$ cat config.mk
export PLATFORM = sky130hd
export DESIGN_NAME = sd_spi_command_engine_core_flat
export DESIGN_NICKNAME = d
export VERILOG_FILES = /design/src/hdl/sdce_pkg.sv /design/src/hdl/sdce_if.sv /design/src/hdl/sdce_seq.sv /design/src/hdl/sd_spi_command_engine_core.sv /design/src/flat_wrapper.sv
export SDC_FILE = /design/constraint.sdc
export NUM_CORES = 1
export LEC_CHECK = 0
export BUFFER_PORTS_ARGS = -buffer_cell sky130_fd_sc_hd__buf_4
export CORE_MARGIN = 5
export CORE_UTILIZATION = 45
export DETAILED_ROUTE_END_ITERATION = 10
export GPL_TIMING_DRIVEN = 0
export PLACE_DENSITY = 0.73
export SETUP_SLACK_MARGIN = 0.5
export SLEW_MARGIN = 25
export SYNTH_ARGS = -nofsm -noshare
export SYNTH_HDL_FRONTEND = slang
export SYNTH_HIERARCHICAL = 1
export SYNTH_SLANG_ARGS = --single-unit
$ cat constraint.sdc
create_clock -name i_clk -period 7.25 [get_ports i_clk]
set_input_delay 1.8125 -clock i_clk [delete_from_list [all_inputs] [get_ports i_clk]]
set_output_delay 1.8125 -clock i_clk [all_outputs]
set_load 0.005 [all_outputs]
$ cat src/hdl/sdce_pkg.sv
`default_nettype none

package sdce_pkg;

    typedef enum logic [3:0] {
        PH_IDLE,
        PH_WAIT,
        PH_PRE_FRAME,
        PH_PRE_SKIP,
        PH_PRE_RESP,
        PH_PRE_GAP,
        PH_FRAME,
        PH_SKIP,
        PH_RESP,
        PH_BUSY,
        PH_R2
    } t_phase;

    localparam logic       OP_START   = 1'b0;
    localparam logic       OP_BYTE    = 1'b1;

    localparam logic [7:0] C_IDLE_BYTE    = 8'hFF;
    localparam logic [7:0] C_CMD55_TOKEN  = 8'h77;
    localparam logic [7:0] C_CMD_PREFIX   = 8'h40;
    localparam logic [7:0] C_CMD_MASK     = 8'h7F;
    localparam logic [7:0] C_CRC_CMD0     = 8'h95;
    localparam logic [7:0] C_CRC_CMD8     = 8'h87;
    localparam logic [7:0] C_CRC_DEFAULT  = 8'hA5;
    localparam logic [7:0] C_LIMIT_RESET  = 8'd8;

    localparam logic [7:0] C_CMD_GO_IDLE  = 8'd0;
    localparam logic [7:0] C_CMD_IF_COND  = 8'd8;
    localparam logic [7:0] C_CMD_STOP     = 8'd12;
    localparam logic [7:0] C_CMD_STATUS   = 8'd13;
    localparam logic [7:0] C_CMD_ERASE    = 8'd38;
    localparam logic [7:0] C_ACMD_STATUS  = 8'h8D;

    localparam logic [2:0] C_FRAME_LAST   = 3'd5;

    typedef struct packed {
        logic        op;
        logic [7:0]  command_code;
        logic [31:0] argument;
        logic [7:0]  received_byte;
    } t_item;

    typedef struct packed {
        logic [7:0]  send_byte;
        logic        exchange;
        logic        done_res;
        logic [15:0] response;
        logic        deselect;
    } t_result;

    function automatic logic [7:0] main_frame_byte(input logic [7:0] code,
                                                   input logic [31:0] arg,
                                                   input logic [2:0] idx);
        logic [7:0] b;
        case (idx)
            3'd0: b = (C_CMD_PREFIX | code) & C_CMD_MASK;
            3'd1: b = arg[31:24];
            3'd2: b = arg[23:16];
            3'd3: b = arg[15:8];
            3'd4: b = arg[7:0];
            default: begin
                if (code == C_CMD_GO_IDLE) begin
                    b = C_CRC_CMD0;
                end else if (code == C_CMD_IF_COND) begin
                    b = C_CRC_CMD8;
                end else begin
                    b = C_CRC_DEFAULT;
                end
            end
        endcase
        return b;
    endfunction

    function automatic logic [7:0] prefix_frame_byte(input logic [2:0] idx);
        logic [7:0] b;
        case (idx)
            3'd0:    b = C_CMD55_TOKEN;
            3'd1,
            3'd2,
            3'd3,
            3'd4:    b = 8'h00;
            default: b = C_CRC_DEFAULT;
        endcase
        return b;
    endfunction

endpackage

`default_nettype wire

$ cat src/hdl/sdce_if.sv
`default_nettype none

interface sdce_in_if;
    logic        valid;
    logic        ready;
    logic        op;
    logic [7:0]  command_code;
    logic [31:0] argument;
    logic [7:0]  received_byte;

    modport source (output valid, output op, output command_code, output argument,
                    output received_byte, input ready);
    modport sink (input valid, input op, input command_code, input argument,
                  input received_byte, output ready);
endinterface

interface sdce_out_if;
    logic        valid;
    logic        ready;
    logic [7:0]  send_byte;
    logic        exchange;
    logic        done_res;
    logic [15:0] response;
    logic        deselect;

    modport source (output valid, output send_byte, output exchange, output done_res,
                    output response, output deselect, input ready);
    modport sink (input valid, input send_byte, input exchange, input done_res,
                  input response, input deselect, output ready);
endinterface

`default_nettype wire

$ cat src/hdl/sdce_seq.sv
`default_nettype none

module sdce_seq (
    input  wire logic             i_clk,
    input  wire logic             i_rst_n,
    input  wire logic             i_en,
    input  wire sdce_pkg::t_item  i_item,
    input  wire logic [7:0]       i_limit,
    output sdce_pkg::t_result     o_result
);
    import sdce_pkg::*;

    t_phase      r_phase, n_phase;
    logic [2:0]  r_cnt, n_cnt;
    logic [7:0]  r_poll, n_poll;
    logic [7:0]  r_code, n_code;
    logic [31:0] r_arg, n_arg;
    logic [15:0] r_resp, n_resp;

    logic [7:0]  w_code;
    logic [31:0] w_arg;
    logic [7:0]  w_rx;
    logic [7:0]  w_first;
    logic        w_poll_more;
    logic        w_need_busy;
    logic        w_need_r2;
    logic        w_start_waits;
    logic [2:0]  w_cnt_next;

    logic        w_active;
    logic        w_finish;
    logic        w_desel;
    logic [7:0]  w_byte;
    logic [15:0] w_fin_resp;

    // A start word uses its own code and argument in the same cycle.
    assign w_code = (i_item.op == OP_START) ? i_item.command_code : r_code;
    assign w_arg  = (i_item.op == OP_START) ? i_item.argument : r_arg;
    assign w_rx   = i_item.received_byte;

    assign w_first = w_code[7] ? prefix_frame_byte(3'd0)
                               : main_frame_byte(w_code, w_arg, 3'd0);
    assign w_poll_more   = w_rx[7] && (r_poll != 8'd0);
    assign w_need_busy   = (w_code == C_CMD_STOP) || (w_code == C_CMD_ERASE);
    assign w_need_r2     = (w_code == C_CMD_STATUS) || (w_code == C_ACMD_STATUS);
    assign w_start_waits = (w_code != C_CMD_GO_IDLE) && (w_code != C_CMD_STOP);
    assign w_cnt_next    = r_cnt + 3'd1;

    always_comb begin
        n_phase = r_phase;
        n_cnt   = r_cnt;
        n_poll  = r_poll;
        n_code  = r_code;
        n_arg   = r_arg;
        n_resp  = r_resp;
        if (i_item.op == OP_START) begin
            n_code = i_item.command_code;
            n_arg  = i_item.argument;
            if (w_start_waits) begin
                n_phase = PH_WAIT;
            end else begin
                n_phase = w_code[7] ? PH_PRE_FRAME : PH_FRAME;
                n_cnt   = 3'd0;
            end
        end else begin
            case (r_phase)
                PH_WAIT: begin
                    if (w_rx == C_IDLE_BYTE) begin
                        n_phase = w_code[7] ? PH_PRE_FRAME : PH_FRAME;
                        n_cnt   = 3'd0;
                    end
                end
                PH_PRE_FRAME: begin
                    if (r_cnt < C_FRAME_LAST) begin
                        n_cnt = w_cnt_next;
                    end else begin
                        n_phase = PH_PRE_SKIP;
                    end
                end
                PH_PRE_SKIP: begin
                    n_phase = PH_PRE_RESP;
                    n_poll  = i_limit;
                end
                PH_PRE_RESP: begin
                    if (w_poll_more) begin
                        n_poll = r_poll - 8'd1;
                    end else if (w_rx > 8'd1) begin
                        n_phase = PH_IDLE;
                        n_resp  = {w_rx, 8'h00};
                    end else begin
                        n_phase = PH_PRE_GAP;
                    end
                end
                PH_PRE_GAP: begin
                    n_phase = PH_FRAME;
                    n_cnt   = 3'd0;
                end
                PH_FRAME: begin
                    if (r_cnt < C_FRAME_LAST) begin
                        n_cnt = w_cnt_next;
                    end else begin
                        n_phase = PH_SKIP;
                    end
                end
                PH_SKIP: begin
                    n_phase = PH_RESP;
                    n_poll  = i_limit;
                end
                PH_RESP: begin
                    if (w_poll_more) begin
                        n_poll = r_poll - 8'd1;
                    end else begin
                        n_resp = {w_rx, 8'h00};
                        if (w_need_busy) begin
                            n_phase = PH_BUSY;
                        end else if (w_need_r2) begin
                            n_phase = PH_R2;
                        end else begin
                            n_phase = PH_IDLE;
                        end
                    end
                end
                PH_BUSY: begin
                    if (w_rx == C_IDLE_BYTE) begin
                        n_phase = w_need_r2 ? PH_R2 : PH_IDLE;
                    end
                end
                PH_R2: begin
                    n_phase = PH_IDLE;
                    n_resp  = {r_resp[15:8], r_resp[7:0] | w_rx};
                end
                default: begin
                    n_phase = PH_IDLE;
                end
            endcase
        end
    end

    always_comb begin
        w_active   = 1'b0;
        w_finish   = 1'b0;
        w_desel    = 1'b0;
        w_byte     = C_IDLE_BYTE;
        w_fin_resp = 16'h0000;
        if (i_item.op == OP_START) begin
            w_active = 1'b1;
            w_byte   = w_start_waits ? C_IDLE_BYTE : w_first;
        end else begin
            case (r_phase)
                PH_WAIT: begin
                    w_active = 1'b1;
                    w_byte   = (w_rx == C_IDLE_BYTE) ? w_first : C_IDLE_BYTE;
                end
                PH_PRE_FRAME: begin
                    w_active = 1'b1;
                    if (r_cnt < C_FRAME_LAST) begin
                        w_byte = prefix_frame_byte(w_cnt_next);
                    end
                end
                PH_PRE_SKIP: begin
                    w_active = 1'b1;
                end
                PH_PRE_RESP: begin
                    // A failed CMD55 prefix ends the command and drops chip select.
                    if (!w_poll_more && (w_rx > 8'd1)) begin
                        w_finish   = 1'b1;
                        w_desel    = 1'b1;
                        w_fin_resp = {w_rx, 8'h00};
                    end else begin
                        w_active = 1'b1;
                    end
                end
                PH_PRE_GAP: begin
                    w_active = 1'b1;
                    w_byte   = main_frame_byte(w_code, w_arg, 3'd0);
                end
                PH_FRAME: begin
                    w_active = 1'b1;
                    if (r_cnt < C_FRAME_LAST) begin
                        w_byte = main_frame_byte(w_code, w_arg, w_cnt_next);
                    end
                end
                PH_SKIP: begin
                    w_active = 1'b1;
                end
                PH_RESP: begin
                    if (!w_poll_more && !w_need_busy && !w_need_r2) begin
                        w_finish   = 1'b1;
                        w_fin_resp = {w_rx, 8'h00};
                    end else begin
                        w_active = 1'b1;
                    end
                end
                PH_BUSY: begin
                    if ((w_rx == C_IDLE_BYTE) && !w_need_r2) begin
                        w_finish   = 1'b1;
                        w_fin_resp = r_resp;
                    end else begin
                        w_active = 1'b1;
                    end
                end
                PH_R2: begin
                    w_finish   = 1'b1;
                    w_fin_resp = {r_resp[15:8], r_resp[7:0] | w_rx};
                end
                default: begin
                    w_active = 1'b0;
                end
            endcase
        end
    end

    assign o_result.send_byte = w_active ? w_byte : C_IDLE_BYTE;
    assign o_result.exchange  = w_active;
    assign o_result.done_res  = w_finish;
    assign o_result.response  = w_finish ? w_fin_resp : 16'h0000;
    assign o_result.deselect  = w_desel;

    always_ff @(posedge i_clk) begin
        if (!i_rst_n) begin
            r_phase <= PH_IDLE;
            r_cnt   <= 3'd0;
            r_poll  <= 8'd0;
        end else if (i_en) begin
            r_phase <= n_phase;
            r_cnt   <= n_cnt;
            r_poll  <= n_poll;
        end
    end

    always_ff @(posedge i_clk) begin
        if (i_en) begin
            r_code <= n_code;
            r_arg  <= n_arg;
            r_resp <= n_resp;
        end
    end

endmodule

`default_nettype wire

$ cat src/hdl/sd_spi_command_engine_core.sv
// Channel   Dir  Role                 Payload
// i_cmd     in   start or rx byte     op, command_code, argument, received_byte
// o_res     out  next exchange/result send_byte, exchange, done_res, response, deselect
// i_cfg_*   in   poll limit write     i_cfg_wdata (response_poll_limit)
//
// One word is taken per cycle while the result register is free or being taken; its
// result word passes from the input register through the sequencer into the result
// register, where it is held until it is taken.
// Reset (synchronous, active low) empties both registers, returns the sequencer to
// idle and loads the poll limit with 8. A stalled result holds the result register;
// the input register still takes one more word, then i_cmd.ready drops.
`default_nettype none

module sd_spi_command_engine_core (
    input  wire logic  i_clk,
    input  wire logic  i_rst_n,
    sdce_in_if.sink    i_cmd,
    sdce_out_if.source o_res,
    input  wire logic  i_cfg_we,
    input  wire logic [7:0] i_cfg_wdata
);
    import sdce_pkg::*;

    logic    r_in_valid;
    t_item   r_in;
    logic    r_out_valid;
    t_result r_out;
    logic [7:0] r_limit;

    logic    w_advance;
    t_result w_result;

    assign w_advance   = r_in_valid && (!r_out_valid || o_res.ready);
    assign i_cmd.ready = !r_in_valid || w_advance;

    sdce_seq u_seq (
        .i_clk    (i_clk),
        .i_rst_n  (i_rst_n),
        .i_en     (w_advance),
        .i_item   (r_in),
        .i_limit  (r_limit),
        .o_result (w_result)
    );

    always_ff @(posedge i_clk) begin
        if (!i_rst_n) begin
            r_in_valid  <= 1'b0;
            r_out_valid <= 1'b0;
            r_limit     <= C_LIMIT_RESET;
        end else begin
            if (i_cmd.valid && i_cmd.ready) begin
                r_in_valid <= 1'b1;
            end else if (w_advance) begin
                r_in_valid <= 1'b0;
            end
            if (w_advance) begin
                r_out_valid <= 1'b1;
            end else if (o_res.ready) begin
                r_out_valid <= 1'b0;
            end
            if (i_cfg_we) begin
                r_limit <= i_cfg_wdata;
            end
        end
    end

    always_ff @(posedge i_clk) begin
        if (i_cmd.valid && i_cmd.ready) begin
            r_in.op            <= i_cmd.op;
            r_in.command_code  <= i_cmd.command_code;
            r_in.argument      <= i_cmd.argument;
            r_in.received_byte <= i_cmd.received_byte;
        end
        if (w_advance) begin
            r_out <= w_result;
        end
    end

    assign o_res.valid     = r_out_valid;
    assign o_res.send_byte = r_out.send_byte;
    assign o_res.exchange  = r_out.exchange;
    assign o_res.done_res  = r_out.done_res;
    assign o_res.response  = r_out.response;
    assign o_res.deselect  = r_out.deselect;

    a_done_no_exchange: assert property (@(posedge i_clk) disable iff (!i_rst_n)
        o_res.valid && o_res.done_res |-> !o_res.exchange)
        else $error("finished command still asks for an exchange");

    a_read_only_byte: assert property (@(posedge i_clk) disable iff (!i_rst_n)
        o_res.valid && !o_res.exchange |-> o_res.send_byte == C_IDLE_BYTE)
        else $error("send byte not 0xFF without an exchange");

    a_deselect_done: assert property (@(posedge i_clk) disable iff (!i_rst_n)
        o_res.valid && o_res.deselect |-> o_res.done_res)
        else $error("deselect without a finished command");

    a_in_hold: assert property (@(posedge i_clk) disable iff (!i_rst_n)
        r_in_valid && !w_advance |=> r_in_valid && $stable(r_in))
        else $error("input register lost a word while stalled");

endmodule

`default_nettype wire
$ cat src/flat_wrapper.sv
// flat-port wrapper written by rule: the top's interface ports become plain ports
module sd_spi_command_engine_core_flat import sdce_pkg::*;
  (i_clk, i_rst_n, i_cfg_we, i_cfg_wdata, i_cmd_valid, i_cmd_op, i_cmd_command_code, i_cmd_argument, i_cmd_received_byte, i_cmd_ready, o_res_valid, o_res_send_byte, o_res_exchange, o_res_done_res, o_res_response, o_res_deselect, o_res_ready);
  sdce_in_if i_cmd_i ();
  sdce_out_if o_res_i ();
  input  wire logic i_clk;
  input  wire logic i_rst_n;
  input  wire logic i_cfg_we;
  input  wire logic [7:0] i_cfg_wdata;
  input wire logic [$bits(i_cmd_i.valid)-1:0] i_cmd_valid;
  input wire logic [$bits(i_cmd_i.op)-1:0] i_cmd_op;
  input wire logic [$bits(i_cmd_i.command_code)-1:0] i_cmd_command_code;
  input wire logic [$bits(i_cmd_i.argument)-1:0] i_cmd_argument;
  input wire logic [$bits(i_cmd_i.received_byte)-1:0] i_cmd_received_byte;
  output wire logic [$bits(i_cmd_i.ready)-1:0] i_cmd_ready;
  output wire logic [$bits(o_res_i.valid)-1:0] o_res_valid;
  output wire logic [$bits(o_res_i.send_byte)-1:0] o_res_send_byte;
  output wire logic [$bits(o_res_i.exchange)-1:0] o_res_exchange;
  output wire logic [$bits(o_res_i.done_res)-1:0] o_res_done_res;
  output wire logic [$bits(o_res_i.response)-1:0] o_res_response;
  output wire logic [$bits(o_res_i.deselect)-1:0] o_res_deselect;
  input wire logic [$bits(o_res_i.ready)-1:0] o_res_ready;
  assign i_cmd_i.valid = i_cmd_valid;
  assign i_cmd_i.op = i_cmd_op;
  assign i_cmd_i.command_code = i_cmd_command_code;
  assign i_cmd_i.argument = i_cmd_argument;
  assign i_cmd_i.received_byte = i_cmd_received_byte;
  assign i_cmd_ready = i_cmd_i.ready;
  assign o_res_valid = o_res_i.valid;
  assign o_res_send_byte = o_res_i.send_byte;
  assign o_res_exchange = o_res_i.exchange;
  assign o_res_done_res = o_res_i.done_res;
  assign o_res_response = o_res_i.response;
  assign o_res_deselect = o_res_i.deselect;
  assign o_res_i.ready = o_res_ready;
  sd_spi_command_engine_core u_core (.i_clk(i_clk), .i_rst_n(i_rst_n), .i_cmd(i_cmd_i), .o_res(o_res_i), .i_cfg_we(i_cfg_we), .i_cfg_wdata(i_cfg_wdata));
endmodule
* After elaboration in Yosys (flattened, before gate mapping)
Cells that the tools add are included. Widths: inputs -> output; s select.
Word-level totals: bits in registers 157, input port bits 62
Cells by class: eq/ne operators 34, muxes and demuxes 54, bitwise operators 3, reductions and logical operators 39, $add $sub $neg 2, magnitude comparators 2
Operators by type and width (number):
- $mux 16 | 6
- $pmux 16 s4 | 1
- $mux 8 | 7
- $pmux 16 s3 | 1
- $pmux 8 s5 | 1
- $mux 4 | 9
- $pmux 4 s9 | 1
- $pmux 8 s2 | 2
- $pmux 8 s4 | 1
- $eq 8x4->1 const B | 3
- $mux 3 | 7
- $ne 3x3->1 const B | 7
- $mux 6 | 3
- $eq 4x3->1 const B | 4
- $eq 8x8->1 const B | 2
- $reduce_bool 8->1 | 2
- $reduce_and 7->1 | 2
- $eq 4x4->1 const B | 3
- $mux 1 | 12
- $pmux 3 s3 | 1
- $eq 4x2->1 const B | 2
- $eq 8x6->1 const B | 1
- $gt 8x1->1 const B | 1
- $logic_and 1x1->1 | 8
- other kinds (27) | 47

* Longest topological paths before layout
depth after elaboration 10, gate-level depth with buffers 9, gate-level depth less buffers 7

* Cells and area by module
Netlist, hierarchy kept.
By module, submodules not included:
- sdce_seq | seq. area each 1981.9 um2, times used 1, area each 4279.1 um2, cells each 432
- sd_spi_command_engine_core | seq. area each 2482.4 um2, times used 1, area each 2665.1 um2, cells each 110

* Worst setup path after synthesis
No wires, ideal clock.
kind input-to-reg, start point input o_res_ready, end point register u_core.u_seq.r_cnt[1], path buffers 0, data arrival time 5696 ps, data required time 7178 ps, cell stages on the path 6, slack 1482 ps, cell sequence nor2b_1 -> nor2b_1 -> nor2b_1 -> nand3_1 -> nand2_1 -> mux2i_1
Between the ends: word-level cells in the longest chain between the ends 3
RTL lines:
- from (decl) | line flat_wrapper.sv:22 | input wire logic [$bits(o_res_i.ready)-1:0] o_res_ready;
- $logic_or 1x1->1 | line sd_spi_command_engine_core.sv:33 | assign w_advance = r_in_valid && (!r_out_valid || o_res.ready);
- $logic_and 1x1->1 | line sd_spi_command_engine_core.sv:33
- via u_core.w_advance | line sd_spi_command_engine_core.sv:30 | logic w_advance;
- $reduce_and 5->1 (no line)
- to (signal assigned) | line sdce_seq.sv:226 | r_cnt <= n_cnt;
- to (decl) | line sdce_seq.sv:14 | logic [2:0] r_cnt, n_cnt;
The timed path passes the listed nets, and every way through them passes these cells. A chain may end at the register's enable or synchronous reset.

* Final worst setup path
start point input o_res_ready, end point output i_cmd_ready
Between the ends: word-level cells in the longest chain between the ends 3
RTL lines:
- $logic_or 1x1->1 | line sd_spi_command_engine_core.sv:33
- $logic_and 1x1->1 | line sd_spi_command_engine_core.sv:33
- $logic_or 1x1->1 | line sd_spi_command_engine_core.sv:34 | assign i_cmd.ready = !r_in_valid || w_advance;
- to (decl) | line flat_wrapper.sv:15 | output wire logic [$bits(i_cmd_i.ready)-1:0] i_cmd_ready;
Every way passes these cells.

==> results.md <==
Run status:
- The run finished with clean final reports.

Place:
- The post-placement worst setup slack is about 2.9 ns.
- The count of buffers added on input and output ports is 89.
- In this run the cell area measured after placement is 0.00799 mm2.
- Detailed placement finished with a half-perimeter wire length of 11.2 mm.
- The placer's final routability congestion estimate is 0.872.

Logic synthesis:
- edfxtp_1 takes more of the synthesized area than any other cell.
- The share of synthesized area in the top cell type comes to 0.571.
- Counting flops with an async set or reset pin after synthesis yields a share of 0.
- The netlist uses between 70 and 80 different library cells.
- After synthesis, the most frequently instantiated cells are edfxtp_1 (132), nor2_1 (50), nand2_1 (28).
- In this run the cell area of the synthesized design comes to 0.00694 mm2.
- The total of flip-flops plus latches after synthesis is 157.
- The number of enable-type register cells in the synthesized netlist is 132.
- The synthesized area divided by synthesized cell count is 12.8 um2.
- The post-synthesis net count is 611.
- Synthesis handed over a netlist of 542 instances.
- After synthesis, the cell types taking the most area are edfxtp_1 (57%), dfxtp_1 (7.2%), nor2_1 (2.7%), mux2i_1 (2.0%), o21ai_0 (1.6%).
- The register area share after synthesis is 0.643.
- In the synthesized netlist the dominant register cell turns out to be edfxtp_1.
- In the post-synthesis netlist, the cell with the most instances is edfxtp_1.
- The number of warnings issued by yosys is 6.

Routing:
- For this run, design rule violations remaining after detail routing come to 0.
- The number of nets with antenna violations after detailed routing is 0.
- The detail-routed net length per standard cell is around 18 um.
- Using the TritonRoute via totals, the vias-per-cell ratio works out to 5.86.
- After detailed routing, the total wire length is 15.5 mm.
- The first routing iteration left about 700 violations.
- The pre-antenna-repair detailed-routing pass consisted of 6 iterations.
- The number of vias after detailed routing is 5013.

Clocking:
- The number of H-tree levels is 4.
- After clock tree synthesis, the clock-pin slew on the worst setup and hold paths is about 0.060 ns.
- The hold buffer count at CTS is 0.
- In this run the clock root is driven by a clkbuf_16.
- Counting the buffers created by CTS gives 17.
- The clock latency of the later-clocked register in the worst-skew pair is around 0.43 ns.
- Counting along the longest clock path gives a buffer depth of 2.
- The number of gates resized after cts is 0.
- TritonCTS built the clock tree.
- The number of setup buffers added after CTS is 0.
- The count of clock tree sinks is 157.

Global routing:
- Across every metal layer, demand over resource in global routing totals 0.178.
- The via count of the first global-routing pass came to 5053.
- The maximum number of pins on one net before global-route repair is 28.
- The global-route wire length before repair is 25.3 mm.
- The total overflow reported by the global router is 0.
- The number of antenna violations at the first check in global routing came to 0.

Floorplan:
- The full die area is 0.0180 mm2.
- Measured along the y axis, the die boundary spans 134 um.
- The count of boundary I/O pins is between 90 and 100.
- The core area is 0.0151 mm2.
- The initial utilization of the core area, before any placement, comes to 0.458.
- The number of cell rows is 45.
- The horizontal die dimension is 134 um.

Setup path:
- Among all stages on the critical path, the largest delay is contributed by nand3b_1.
- The longest individual stage delay on the worst path is around 0.17 ns.
- The dominant cell type by count on the critical path is buf_4.
- At the worst endpoint, the required time is 5.44 ns.
- Along the worst path, the maximum fanout reaches 2.
- By startpoint and endpoint, the worst setup path is classified as in -> out.
- Data on the critical path arrives at its endpoint at 2.26 ns.
- The worst setup path is launched from an input pin.
- Traced cell by cell, the critical path runs through buf_4 -> nand3b_1 -> buf_4.
- The worst setup path is captured at an output pin.

STA:
- The number of failing setup endpoints in the final timing report is 0.
- The count of endpoints failing hold in the final timing report came to 0.
- In this run the tightest slew margin relative to its limit is 0.299.
- The number of pins with negative max-slew slack in the final report is 0.
- The timing-limited maximum frequency is 246 MHz.
- The largest clock skew in the final design is ~0.014 ns.
- The post-route worst setup slack is 3.18 ns.
- The transition at the pin with the smallest max-transition slack is 1.05 ns.
- In the finished design, the share of the clock period the worst path needs comes to 0.561.
- Hold timing on the final database bottoms out at a slack of a little over 0.4 ns.
- Setup repair after global routing left no endpoint under its margin.
- The final critical path time including I/O delays and setup is 4.07 ns.

Final layout:
- Compared with the post-synthesis result, the final layout area differs by 23.0%.
- The share of the core filled with cells is 0.564.
- Of the cells placed in the final design, the portion with a size suffix greater than 1 is 0.229.
- 0 antenna diodes ended up in the layout.
- For this run, the post-layout net count is 723.
- The post-layout instance area is 0.00854 mm2.
- Fill cells in the final layout number ~1200.

Pwr:
- The maximum vdd ir drop is 0.184 mV.
- For this design the static power due to leakage is 3.04 nW.
- The areal power density over the cells is roughly 240 mW/mm2.

Min path:
- The type of the tightest min-delay check is reg -> reg.

Flow run:
- Across the run, the number of max-cap violations was 0.
-- cell type report --
type | instances | area, um2 | share of cell area
clock buffers | 20 | 437 | 0.0511
inverters | 16 | 60.1 | 0.00703
flip-flops and latches | 157 | 4460 | 0.523
repair buffers | 93 | 778 | 0.0911
plain buffers | 27 | 134 | 0.0157
multi-input cells | 342 | 2320 | 0.272
clock inverters | 12 | 111 | 0.0130
well taps | 188 | 235 | 0.0275
-- power breakdown --
group          leakage (nW)  switching (W)  total, W  internal, W
logic                  1.34      0.0000990  0.000179    0.0000799
registers              1.44      0.0000223   0.00104      0.00102
clock network         0.260       0.000345  0.000820     0.000475
total                  3.04       0.000467   0.00204      0.00158
-- routing by layer --
layer,global-route usage,up-vias,part of all wire
li1,-,2362,-
met1,0.223,2401,0.42
met2,0.293,221,0.50
met3,0.0458,29,0.062
met4,0.0741,0,0.022
met5,0,-,0
-- through the flow --
| stage | power, W | cells | TNS [ns] |
|---|---|---|---|
| floorplan | 0.00116 | 542 | 0 |
| CTS | 0.00207 | 855 | 0 |
| finish | 0.00204 | 855 | 0 |
| detailed placement | 0.00124 | 823 | 0 |
| global placement | 0.00123 | 819 | -0.0289 |
| global route | 0.00213 | 855 | 0 |
-- critical path, delay by kind of cell --
family,cells,cell delay [ns]
buffers and inverters,2,0.27
AND/OR/NAND/NOR,1,0.17
-- logic make-up after synthesis --
logic type | after synthesis | share of synthesized area
simple gates | 169 | 0.128
xor+xnor | 4 | 0.00505
buf+inv | 43 | 0.0279
mux | 20 | 0.0299
flops | 157 | 0.643
fa+ha+maj | 7 | 0.0126
compound gates | 142 | 0.154
-- cell usage in the layout (no fill, tap or decap), drive strengths merged, types with 5 or more instances in the layout --
master and count:
nand2b 7, o221ai 5, nor2 50, a22oi 11
clkbuf 35, a31oi 7, o31ai 8, nand3 15
buf 105, a211oi 6, a21oi 21, mux2 6
a222oi 10, a32o 9, and2 10, ha 7
inv 20, o21ai 23, nor2b 14, nand4 7
mux2i 14, edfxtp 132, nand2 28, dfxtp 25
nor3 10
-- path summary, 6_finish.rpt --
check                                              from                      to  slack [ns]  cells after the start
worst max register to register  u_core/u_seq/r_phase[2]  u_core/u_seq/r_resp[2]        4.05                      7
worst min register to register          u_core/r_in[17]   u_core/u_seq/r_arg[9]        0.41                      0
worst min-delay path                    u_core/r_in[17]   u_core/u_seq/r_arg[9]        0.41                      0
worst max-delay path                        o_res_ready             i_cmd_ready        3.18                      3
-- registers in the layout, summed over array words and instances (netlist names), 3 cells and up --
signal,count
u_core/u_seq/r_poll,8
u_core/u_seq/r_code,8
u_core/r_limit,8
u_core/u_seq/r_cnt,3
u_core/o_res.response,16
u_core/r_in,49
u_core/u_seq/r_phase,4
u_core/o_res.send_byte,8
u_core/u_seq/r_arg,32
u_core/u_seq/r_resp,16
(Power assumes the default switching activity.)
